File: src/rtl/spq_pkg.sv
`default_nettype none

package spq_pkg;

    localparam int DATA_W = 32;
    localparam int PRIO_W = 16;
    localparam int OP_W   = 2;
    localparam int STAT_W = 2;
    localparam int OCC_W  = 9;

    localparam logic [OP_W-1:0] OP_INSERT       = 2'd0;
    localparam logic [OP_W-1:0] OP_POP_HEAD     = 2'd1;
    localparam logic [OP_W-1:0] OP_POP_EXACT    = 2'd2;
    localparam logic [OP_W-1:0] OP_POP_AT_LEAST = 2'd3;

    localparam logic [STAT_W-1:0] ST_OK      = 2'd0;
    localparam logic [STAT_W-1:0] ST_FULL    = 2'd1;
    localparam logic [STAT_W-1:0] ST_EMPTY   = 2'd2;
    localparam logic [STAT_W-1:0] ST_NOMATCH = 2'd3;

    localparam logic [DATA_W-1:0] FAIL_DATA = '1;

    typedef struct packed {
        logic [DATA_W-1:0] data;
        logic [PRIO_W-1:0] prio;
    } entry_t;

    typedef struct packed {
        logic [OP_W-1:0]   op;
        logic [DATA_W-1:0] data;
        logic [PRIO_W-1:0] prio;
    } cmd_t;

    // per-cell compare results, all qualified by the cell holding an entry
    typedef struct packed {
        logic stop;
        logic gt;
        logic eq;
        logic ge;
    } flags_t;

    typedef struct packed {
        logic ins;
        logic rem;
    } commit_t;

    localparam flags_t LEFT_EDGE = '{stop: 1'b1, gt: 1'b0, eq: 1'b0, ge: 1'b0};

endpackage

`default_nettype wire

File: src/rtl/spq_cell.sv
`default_nettype none

module spq_cell
    import spq_pkg::*;
#(
    parameter int IDX   = 0,
    parameter int CNT_W = 9
) (
    input  wire logic             aclk,
    input  wire logic             aresetn,
    input  wire cmd_t             cmd,
    input  wire logic [CNT_W-1:0] count,
    input  wire commit_t          ctl,
    input  wire flags_t           left_flags,
    input  wire entry_t           left_ent,
    input  wire entry_t           right_ent,
    output flags_t                flags,
    output entry_t                ent,
    output logic                  hit
);

    entry_t ent_reg;
    entry_t ent_next;
    logic   valid;
    logic   right_valid;
    logic   le;
    logic   ge;
    logic   shift_left;

    assign valid       = CNT_W'(IDX) < count;
    assign right_valid = (IDX + 1) < int'(count);
    assign le          = $signed(ent_reg.prio) <= $signed(cmd.prio);
    assign ge          = $signed(ent_reg.prio) >= $signed(cmd.prio);

    assign flags.stop = valid && le;
    assign flags.gt   = valid && !le;
    assign flags.eq   = valid && (ent_reg.prio == cmd.prio);
    assign flags.ge   = valid && ge;

    assign shift_left = (cmd.op == OP_POP_HEAD) || !valid || ge;

    always_comb begin
        case (cmd.op)
            OP_POP_HEAD:     hit = (IDX == 0) && valid;
            OP_POP_EXACT:    hit = flags.eq && !left_flags.eq;
            OP_POP_AT_LEAST: hit = flags.ge && !left_flags.ge;
            default:         hit = 1'b0;
        endcase
    end

    always_comb begin
        ent_next = ent_reg;
        if (ctl.ins) begin
            if (left_flags.gt) begin
                ent_next = left_ent;
            end else if (left_flags.stop && !flags.stop) begin
                ent_next.data = cmd.data;
                ent_next.prio = cmd.prio;
            end
        end else if (ctl.rem && shift_left) begin
            ent_next = right_ent;
        end
    end

    always_ff @(posedge aclk) begin
        ent_reg <= ent_next;
    end

    assign ent = ent_reg;

    // held entries stay in ascending priority order
    a_sorted: assert property (@(posedge aclk) disable iff (!aresetn)
        right_valid |-> ($signed(ent_reg.prio) <= $signed(right_ent.prio)))
        else $error("spq_cell: neighbor entries out of order");

endmodule

`default_nettype wire

File: config.mk
export PLATFORM = sky130hd
export DESIGN_NAME = spq_cell
export DESIGN_NICKNAME = d
export VERILOG_FILES = /design/src/rtl/spq_pkg.sv /design/src/rtl/spq_cell.sv
export SDC_FILE = /design/constraint.sdc
export NUM_CORES = 1
export LEC_CHECK = 0
export ABC_AREA = 1
export BUFFER_PORTS_ARGS = -buffer_cell sky130_fd_sc_hd__buf_2
export CAP_MARGIN = 20
export CORE_ASPECT_RATIO = 2
export CORE_MARGIN = 2
export CORE_UTILIZATION = 38
export CTS_BUF_LIST = sky130_fd_sc_hd__clkbuf_16
export CTS_CLUSTER_DIAMETER = 50
export DETAILED_ROUTE_END_ITERATION = 6
export PLACE_DENSITY = 0.82
export SYNTH_ARGS = -nofsm -noshare
export SYNTH_HDL_FRONTEND = slang
export SYNTH_SLANG_ARGS = --single-unit
export TNS_END_PERCENT = 50
File: constraint.sdc
create_clock -name aclk -period 3.1 [get_ports aclk]
set_input_delay 0 -clock aclk [delete_from_list [all_inputs] [get_ports aclk]]
set_output_delay 0 -clock aclk [all_outputs]
set_load 0.05 [all_outputs]
### Word level (Yosys, flattened, before mapping)

Index checks and enable logic that the tools add are counted.
Widths: inputs -> output; s select.

| cells by class | value |
|---|---|
| add/subtract/negate cells | 0 |
| $mul | 0 |
| divide/modulo/power cells | 0 |
| order comparisons | 3 |
| equality and inequality tests | 5 |
| shifts and indexed selects | 0 |
| muxes and demuxes | 5 |
| bitwise logic cells | 0 |
| reductions and logical operators | 17 |

Operators with widths:

| operator | number |
|---|---|
| $mux 48 | 4 |
| $eq 16x16->1 | 1 |
| $ge 16x16->1 | 1 |
| $le 16x16->1 | 1 |
| $lt 1x9->1 const A | 1 |
| $logic_and 1x1->1 | 8 |
| $logic_not 1->1 | 5 |
| $eq 2x2->1 const B | 2 |
| $ne 3x1->1 const B | 1 |
| $pmux 1 s3 | 1 |
| $eq 2x1->1 const B | 1 |
| $logic_or 1x1->1 | 2 |
| $reduce_and 2->1 | 1 |
| $reduce_bool 2->1 | 1 |

| storage, ports and cells | value |
|---|---|
| bits in registers | 48 |
| latch bits | 0 |
| RAM bits | 0 |
| memory bits (read-only) | 0 |
| input bits | 163 |
| output and inout bits | 53 |
| word-level logic and storage cells | 32 |
| memories kept | 0 |

### Longest topological paths before layout

Gate-level depths: netlist of the first run.

| logic depth | value |
|---|---|
| word-level depth | 7 |
| mapped depth | 15 |
| depth with buffers taken out | 15 |

### Worst setup path after synthesis of the first run

OpenSTA, ideal clock, no wires.

| timing | value |
|---|---|
| kind | flip-flop to flip-flop |
| start | register ent_reg, in the netlist ent[15] |
| end | register ent_reg, in the netlist ent[0], enable pin |
| library setup time | 402 ps |
| data arrival time | 2725 ps |
| required time | 2698 ps |
| slack | -27 ps |
| stages on the path, launching flop included | 14 |
| path buffers | 0 |
| clock period less this slack | 3127 ps |
| cells stage by stage | edfxtp_1 > ha_1 > nand2_2 > nor2_4 > nand2_2 > inv_1 > o21ai_2 > nand4_2 > nand3_2 > nand2_2 > nand2_1 > nand2_1 > nand2_1 > inv_1 |

| on the way | value |
|---|---|
| word-level cells in the longest chain between the ends | 6 |
| elaborated cells on any way between the ends | 10 |
| classes of those cells | 2 x order compare; 1 x eq/ne; 7 x reduce/logical |

Ends and longest elaborated chain:

| what | line | RTL |
|---|---|---|
| start, declared | spq_cell.sv:22 | `entry_t ent_reg;` |
| start signal, assigned | spq_cell.sv:66 | `ent_reg <= ent_next;` |
| $le 16x16->1 | spq_cell.sv:32 | `assign le = $signed(ent_reg.prio) <= $signed(cmd.prio);` |
| $logic_and 1x1->1 | spq_cell.sv:35 | `assign flags.stop = valid && le;` |
| $logic_not 1->1 | spq_cell.sv:56 | `end else if (left_flags.stop && !flags.stop) begin` |
| $logic_and 1x1->1 | spq_cell.sv:56 |  |
| $ne 3x1->1 (no line) | n/a |  |
| $reduce_and 2->1 (no line) (*) | n/a |  |

Mark *: on every way between the ends. The rest lies on a longest branch, timed or not.
A chain may end at the register's enable or synchronous reset.

### Worst setup path in the final report of the first run

| timing | value |
|---|---|
| start | register ent_reg, in the netlist ent[11] |
| end | register ent_reg, in the netlist ent[32], enable pin |

Same word-level chain as after synthesis.

==> flow_summary_export.csv, run 1 <==
group,metric,value,unit
placement,place_hpwl,7.57,mm
clocking,clk_path_buf_depth,2,
clocking,clkSinkCount,48,
finish,drive_gt1_share,40.9,%
hold_path,min_path_type,"in -> reg",
timing,drv_slew,0,
timing,timing.final.crit_share,74.9,%
floorplanning,die-area,8860,um^2
synth,synth-edff-count,48,
timing,skew,0.00771,ns
global_route,first_global_vias,3359,
run_status,status,"completed",
critical_path,critical_path_class,"reg -> reg",
clocking,clk_pin_slew,0.06,ns
drt,ant_nets,0,
synth,synthArstFlopShare,0,%
drt,vias,3461,
timing,slew_headroom,45.3,%
global_route,track_usage,22.5,%
power,peakVddDrop,0.360,mV
synth,synth_ff_type,"edfxtp_1",
drt,vias_per_cell,4.99,
critical_path,cp_max_fo,29,
timing,rsz0062_at_grt,"no",
clocking,htree_levels,2,
finish,final_area,4530,um^2
finish,largest_register_ffs,48,
floorplanning,boundaryPins,216,
synth,yosysWarnings,0,
floorplanning,fp.dieW,67.6,um
clocking,cts_buffers,5,
synth,netlist_area,3070,um^2
timing,hold_viol_final,0,
timing,setup_viol,0,
clocking,root_buffer,"clkbuf_16",
synth,ys_seq_area_share,46.9,%
drt,routed_wl,9.95,mm
critical_path,cp-end-kind,"register",
floorplanning,start_util,38.9,%
power,p_total,2.28,mW
synth,ys_types,29,
critical_path,critPathRequiredTime,3.13,ns
global_route,grt_pass1_wl,15.3,mm
floorplanning,coreArea,7890,um^2
critical_path,cp.arrival,2.36,ns
drt,post_drt_wl_per_cell,14.4,um
global_route,antenna_found_initial,0,
power,power_density,503,nW/um^2
drt,drt_iter0_drc,141,
synth,synth-seq-cells,48,
clocking,cts_tree,"built",
synth,syn-num-nets,556,
timing,layout_min_cycle_time,2.32,ns
floorplanning,rows,46,
global_route,grt_overflow,0,
drt,first_pass_iters,5,
floorplanning,dieHeight,131,um
clocking,cts_resized,0,
finish,diodes,0,
timing,hold_ws,0.00488,ns
finish,final_nets,775,
critical_path,start_kind,"register",
timing,setup_tns,0,ns
placement,placed_area,4240,um^2
global_route,grt_max_degree,50,
synth,postSynthAreaPerCell,8.14,um^2
clocking,cts_setup_buffers,0,
drt,drc,0,
power,leakagePower,2.28,nW
clocking,ctsHoldBuffers,13,
job,maxCapViolCount,0,
finish,syn_to_final_growth,47.6,%
clocking,clock_latency,0.29,ns
placement,portBuffers,214,
synth,synthCells,377,
timing,tightest_slew,0.821,ns
placement,gp_congestion,0.905,
timing,fmax,0.430,GHz
cell type report:
cell class / count / area (um^2)
Clock inverter: 3 / 37.5
Inverter: 36 / 139
Fill cell: 713 / 3350
Sequential cell: 48 / 1440
Multi-Input combinational cell: 273 / 1410
Tap cell: 96 / 120
Clock buffer: 5 / 125
Timing Repair Buffer: 232 / 1260
routing by layer:
layer  vias to the layer above  part of all wire [%]  global-route usage (%)
met2                       184                    54                    40.8
met4                         0                   3.9                    10.5
met3                        27                   6.9                    3.34
li1                       1702                     -                       -
met1                      1548                    35                    24.1
met5                         -                     0                       0
worst max-delay path, stage by stage, from the launching register on:
cell and delay, ns:
edfxtp_1 0.39, ha_1 0.32, nand2_1 0.07, nor2_1 0.14, nand2_2 0.11, nor2_2 0.10
nand2_2 0.08, nand3_2 0.08, nand2_2 0.06, nand2_2 0.08, nand3_2 0.06, nand2_1 0.06
nand2_1 0.04, nand2_1 0.12, clkinvlp_4 0.14, buf_12 0.19
kinds of logic after synthesis:
group,synth area share [%]
flops,46.9
fa+ha+maj,6.52
buf+inv,7.29
compound gates,17.5
simple gates,21.7
placed cells by master (no fill, tap or decap), drive strengths merged:
cell type and instances:
clkbuf 5, nor2 59, nand2 81, o21ai 97
a21oi 6, buf 219, nand3 7, o21bai 1
edfxtp 48, nand4 2, dlygate4sd3 13, bufinv 1
clkinv 2, a21o 1, inv 35, clkinvlp 1
nor4 2, ha 16, nor3 1
metrics by stage:
stage | util (%) | worst slack (ns) | cells
3_3_place_gp | 53.8 | 0.835 | 672
6_report | 57.5 | 0.777 | 693
3_5_place_dp | 53.8 | 0.776 | 672
5_1_grt | 57.5 | 0.584 | 693
4_1_cts | 57.5 | 0.756 | 693
2_1_floorplan | - | 0.189 | 377
cell usage after synthesis, types with 2 or more instances:
master / n / area share [%]
o21ai_0: 89 / 15
nand2_1: 74 / 9.0
nor2_1: 57 / 7.0
edfxtp_1: 48 / 47
inv_1: 35 / 4.3
ha_1: 16 / 6.5
clkbuf_1: 14 / 1.7
nand2_2: 7 / 1.4
o21ai_1: 7 / 1.1
a21oi_1: 5 / 0.81
nand3_1: 3 / 0.49
nand3_2: 3 / 0.98
buf_1: 2 / 0.24
clkbuf_2: 2 / 0.33
final timing paths:
| path | start | endpoint | slack [ns] | cells past startpoint |
|---|---|---|---|---|
| setup reg to reg | ent[11] | ent[32] | 0.78 | 15 |
| setup / recovery | ent[11] | ent[32] | 0.78 | 15 |
| hold / removal | right_ent[13] | ent[13] | 0.005 | 3 |
| hold reg to reg | ent[15] | ent[7] | 1.37 | 10 |
where the power goes:
part | internal (mW) | switching, mW
Clock | 0.375 | 0.223
Combinational | 0.244 | 0.588
Sequential | 0.822 | 0.0259
Total | 1.44 | 0.837
(Power assumes the default switching activity.)
==> run 2, diff against run 1 <==
Clock period 3.1 ns to 2.39 ns, I/O delays scaled along.
==> run 2 against run 1 <==
Against the previous run: cell count increased by 0.58%; clock power rose by 35%; via count grew 2.4%; clock-buffer cell count stayed put; clock skew grew 0.00067 ns; fmax shrank 2.5%; sequential share of layout area shrank 1.0 points.
==> flow_summary_export.csv, run 2 (same netlist as run 1, synthesis figures left out) <==
group,metric,value,unit
finish,syn_to_final_growth,52.4,%
critical_path,rrSetupSlack,0.008,ns
finish,final_common_cell,"buf_2",
drt,route.met2.wl,5.64,mm
critical_path,cp-end-kind,"register",
finish,final_cells,697,
global_route,grt_pass1_wl,15.9,mm
job,maxCapViolCount,0,
power,p_sw,1.14,mW
timing,layout_setup_ws,0.00767,ns
drt,vias_per_cell,5.08,
global_route,grt_overflow,0,
finish,drive_gt1_share,42.6,%
critical_path,crit_family,"simple AND/OR/NAND/NOR gates",
hold_path,min_path_type,"in -> reg",
global_route,track_usage,23.3,%
clocking,clk_pin_slew,0.07,ns
floorplanning,boundaryPins,216,
finish,multi_input_area,1490,um^2
critical_path,worstPathCellList,"ha_4 > nand2_4 > nor2_4 > nand2_4 > nor2_4 > nand2_4 > nand3_2 > nand2_2 > nand2_2 > nand3_2 > nand2_1 > nand2_1 > nand2_2 > clkinvlp_4 > buf_12",
critical_path,cp_slowest_cell,"edfxtp_1",
finish,layout_common_cells,"214 x buf_2, 89 x o21ai_0, 72 x nand2_1",
finish,final_area,4680,um^2
placement,place_hpwl,7.93,mm
clocking,root_buffer,"clkbuf_16",
timing,skew,0.00838,ns
run_status,status,"completed",
critical_path,rr_endpoint,"ent[41]",
timing,rsz0062_at_grt,"yes",
drt,drc,0,
power,clock_power_share,26.4,%
hold_path,holdPathEnd,"ent[19]",
finish,nFillCells,693,
floorplanning,start_util,38.9,%
placement,portBuffers,214,
power,power_density,653,nW/um^2
floorplanning,rows,46,
timing,slew_headroom,70.6,%
placement,gp_congestion,0.921,
critical_path,cp-startpoint,"ent[15]",
floorplanning,coreArea,7890,um^2
finish,final-seq-area,1440,um^2
placement,place_inst,673,
hold_path,holdCritStartpoint,"right_ent[19]",
drt,ant_nets,0,
critical_path,critPathBufInv,2,
clocking,htree_levels,2,
drt,dr_wl_met3,818,um
global_route,antenna_found_initial,0,
drt,first_pass_iters,5,
global_route,grt_max_degree,49,
floorplanning,fp.dieW,67.6,um
floorplanning,dieHeight,131,um
floorplanning,die-area,8860,um^2
timing,hold_viol_final,0,
critical_path,cp.arrival,2.43,ns
critical_path,start_kind,"register",
timing,tightest_slew,0.441,ns
drt,highest_layer,"met4",
drt,routed_wl,10.4,mm
drt,vias,3544,
clocking,clock_latency,0.29,ns
finish,diodes,0,
critical_path,critPathRequiredTime,2.44,ns
power,peakVddDrop,0.515,mV
drt,post_drt_wl_per_cell,15.0,um
critical_path,critical_path_class,"reg -> reg",
power,comb_power_share,37.4,%
finish,final_nets,779,
power,p_sw_share,37.4,%
critical_path,slowest_delay,0.45,ns
critical_path,cp_max_fo,19,
hold_path,whs_path_depth,3,
global_route,first_global_vias,3628,
power,internal_power,1.91,mW
clocking,cts_tree,"built",
clocking,cts_buffers,5,
drt,drt_iter0_drc,151,
power,leakagePower,2.34,nW
finish,fin_util,59.4,%
critical_path,reg2reg_from,"ent[15]",
timing,setup_viol,0,
clocking,clkSinkCount,48,
finish,largest_register_ffs,48,
placement,placed_area,4270,um^2
timing,timing.final.crit_share,99.7,%
drt,wl_met1,3.52,mm
power,power_frac_seq,36.3,%
clocking,clk_path_buf_depth,2,
timing,layout_min_cycle_time,2.38,ns
timing,fmax,0.420,GHz
timing,drv_slew,0,
critical_path,worst-r2r-cell-count,15,
placement,place_ws,0.0607,ns
[run 2: final cells by class]
type / count / share of cell area, %
Inverter: 36 / 2.97
Tap cell: 96 / 2.57
Multi-Input combinational cell: 273 / 31.9
Clock inverter: 3 / 0.989
Sequential cell: 48 / 30.8
Clock buffer: 5 / 2.67
Timing Repair Buffer: 236 / 28.1
[run 2: worst max path at each step]
stage          slack [ns]  endpoint  cells after the start
2_1_floorplan       -0.48    ent[0]                     14
3_3_place_gp         0.14   ent[17]                     15
3_5_place_dp         0.06   ent[25]                     15
4_1_cts              0.04   ent[25]                     15
5_1_grt             -0.13   ent[41]                     15
6_report            0.008   ent[41]                     15
[run 2: worst min-delay path: stages]
cell,delay [ns]
buf_2,0.08
nand2_1,0.04
o21ai_0,0.06
[run 2: per-stage QoR]
step | hold WS, ns | total power [mW] | setup TNS [ns]
after global placement | 0.279 | 2.17 | 0
after detailed placement | 0.282 | 2.20 | 0
after floorplan | 0.191 | 1.84 | -23.47
after global routing | 0.0102 | 3.19 | -5.31
after CTS | 0.00272 | 3.03 | 0
final | 0.00765 | 3.05 | 0
[run 2: metal layers]
layer  global-route usage, %  vias to the layer above
li1                        -                     1714
met3                    4.88                       36
met4                    13.7                        0
met1                    23.2                     1606
met5                       0                        -
met2                    41.8                      188
[run 2: timing repair]
item                                    in CTS  in global routing
hold buffers                                14                  0
resized for setup                            0                 11
endpoints found under the setup margin       0                 49
hold endpoints to repair                    14                  0
buffers inserted                             0                  0
[run 2: power groups by stage]
| stage | clock, mW | combinational, mW | sequential, mW |
|---|---|---|---|
| 5_1_grt | 0.857 | 1.22 | 1.12 |
| 2_1_floorplan | 0 | 0.352 | 1.49 |
| 4_1_cts | 0.826 | 1.10 | 1.11 |
| 3_5_place_dp | 0 | 1.08 | 1.12 |
| 3_3_place_gp | 0 | 1.05 | 1.12 |
| 6_report | 0.806 | 1.14 | 1.11 |
==> run 3, diff against run 2 <==
Settings changed: ABC_AREA 1 to default, PLACE_DENSITY 0.82 to 0.83.
==> run 3 against run 2 <==
Against the previous run: the run now ends with negative setup slack left; hold slack improved by 0.018 ns; non-clock buffer count rose by 6; area after synthesis fell by 3.2%; sequential share of layout area rose by 0.066 points; cell area fell by 0.21%; core utilization rose by 2.1 points; clock power fell by 15%; critical path type unchanged; highest routed layer unchanged.
==> flow_summary_export.csv, run 3 <==
group,metric,value,unit
floorplanning,boundaryPins,216,
timing,hold_ws,0.0254,ns
finish,diodes,0,
floorplanning,fp.dieW,66.5,um
drt,routed_wl,9.64,mm
critical_path,cp.arrival,2.82,ns
clocking,cts_tree,"built",
synth,ys_types,29,
placement,gp_congestion,0.853,
floorplanning,coreArea,7600,um^2
power,p_sw_share,38.5,%
power,leakagePower,2.31,nW
global_route,grt_pass1_wl,13.5,mm
timing,timing.final.crit_share,116,%
timing,fmax,0.361,GHz
global_route,grt_use_met2,39.6,%
power,clock_power_share,21.5,%
timing,tightest_slew,0.848,ns
placement,place_ws,-0.316,ns
timing,drv_slew,0,
synth,synth.largest_area_cell,"edfxtp_1",
drt,first_pass_iters,4,
drt,post_drt_wl_per_cell,15.6,um
clocking,clkSinkCount,48,
clocking,clock_latency,0.29,ns
power,comb_power_share,42.9,%
timing,setup_viol,52,
finish,syn_to_final_growth,57.2,%
global_route,use_met1,19.5,%
power,p_sw,1.23,mW
clocking,htree_levels,2,
timing,rsz0062_at_grt,"yes",
global_route,grt_util_met3,5.47,%
placement,portBuffers,214,
floorplanning,die-area,8590,um^2
drt,drc,0,
critical_path,cp-end-kind,"register",
finish,drive_gt1_share,51.1,%
critical_path,critPathRequiredTime,2.44,ns
timing,layout_setup_ws,-0.377,ns
synth,yosysWarnings,0,
placement,placed_area,4320,um^2
synth,synth_area_leaders,"edfxtp_1 49%, mux2i_1 16%, a21oi_1 9.1%, ha_1 6.7%, nor2_1 6.7%",
critical_path,start_kind,"register",
finish,final_cells,617,
floorplanning,rows,45,
drt,vias,3093,
floorplanning,dieHeight,129,um
global_route,first_global_vias,3064,
timing,setup_tns,-17.97,ns
hold_path,min_path_type,"in -> reg",
job,maxCapViolCount,0,
placement,place_inst,604,
finish,final_area,4670,um^2
power,p_total,3.20,mW
synth,yosys-top-cells-count,"54 x a21oi_1, 53 x nor2_1, 48 x edfxtp_1, 48 x mux2i_1, 17 x inv_1",
timing,hold_viol_final,0,
timing,slew_headroom,43.4,%
synth,postSynthAreaPerCell,10.2,um^2
critical_path,cp-startpoint,"ent[12]",
power,power_density,685,nW/um^2
critical_path,cp_max_fo,12,
finish,layout_common_cells,"209 x buf_2, 53 x a21oi_1, 51 x nor2_1",
synth,ys_seq_area_share,48.5,%
global_route,antenna_found_initial,0,
global_route,grt_max_degree,61,
synth,synthCells,290,
critical_path,reg2reg_from,"ent[12]",
power,power_frac_seq,35.6,%
run_status,status,"finished, violations left",
clocking,ctsHoldBuffers,0,
finish,fin_util,61.4,%
finish,largest_register_ffs,48,
synth,synth-edff-count,48,
power,internal_power,1.97,mW
synth,synthArstFlopShare,0,%
clocking,cts_buffers,5,
finish,final_common_cell,"buf_2",
critical_path,critical_path_class,"reg -> reg",
global_route,busiest_layer,"met2",
placement,place_hpwl,7.47,mm
synth,synth_ff_type,"edfxtp_1",
drt,drt_iter0_drc,108,
clocking,clk_pin_slew,0.07,ns
timing,layout_min_cycle_time,2.77,ns
drt,vias_per_cell,5.01,
drt,ant_nets,0,
timing,skew,0.00336,ns
synth,syn-num-nets,469,
synth,yosysMostFrequentCell,"a21oi_1",
clocking,clk_path_buf_depth,2,
synth,netlist.area_leader.share,48.5,%
global_route,grt_overflow,0,
finish,final_nets,701,
global_route,track_usage,21.1,%
synth,netlist_area,2970,um^2
power,peakVddDrop,0.463,mV
synth,synth-seq-cells,48,
run_status,violations,"negative setup slack",
floorplanning,start_util,39.1,%
clocking,root_buffer,"clkbuf_16",
hold_path,holdCritStartpoint,"right_ent[4]",
[run 3: cell count changes after synthesis, sizes merged, moves of 3 or more]
cell	previous run	this run
nor2	59	53
o21ai	97	1
a21oi	6	54
a31oi	0	3
mux2i	0	48
nand4	2	6
inv	36	18
nand2	81	2
[run 3: worst max-delay path: stages, from the launching register on]
cell       delay, ns
edfxtp_1        0.45
ha_4            0.30
nand4_1         0.18
nor4_4          0.32
a21bo_2         0.27
a41o_4          0.27
a2111oi_4       0.35
nor3_4          0.07
buf_4           0.16
clkbuf_16       0.17
[run 3: timing repair]
action	in CTS	in global routing
resized for setup	8	15
buffers inserted	0	2
setup endpoints to repair	52	53
pin swaps	2	6
cloned	0	4
[run 3: logic make-up after synthesis]
| kind of cell | after synthesis | share of synthesized area, % |
|---|---|---|
| buffers and inverters | 35 | 4.50 |
| AO/OA/AOI/OAI | 64 | 11.8 |
| AND/OR/NAND/NOR | 79 | 12.3 |
| multiplexers | 48 | 16.2 |
| flip-flops | 48 | 48.5 |
| adder cells (fa/ha/maj) | 16 | 6.74 |
[run 3: cell type report]
type / instances / area [um^2]
timing repair buffer: 242 / 1390
clock buffer: 5 / 125
multi-input combinational: 207 / 1510
tap: 94 / 118
inverter: 18 / 67.6
sequential: 48 / 1440
clock inverter: 3 / 17.5
fill: 652 / 2930
[run 3: power by group through the flow]
stage          clock [mW]  combinational (mW)  sequential [mW]
3_5_place_dp            0                1.24             1.15
5_1_grt             0.740                1.45             1.15
2_1_floorplan           0               0.378             1.58
4_1_cts             0.708                1.27             1.14
6_report            0.689                1.37             1.14
3_3_place_gp            0                1.22             1.14
[run 3: path summary, 6_finish.rpt]
check / depth (start not counted) / to / slack (ns)
min reg2reg: 7 / ent[25] / 1.41
min: 3 / ent[4] / 0.03
max: 9 / ent[1] / -0.38
max reg2reg: 9 / ent[1] / -0.38
[run 3: metal layers]
layer	routed length [um]	share of wire, %
met1	3230	34
met2	5370	56
met3	625	6.5
met4	406	4.2
met5	0	0
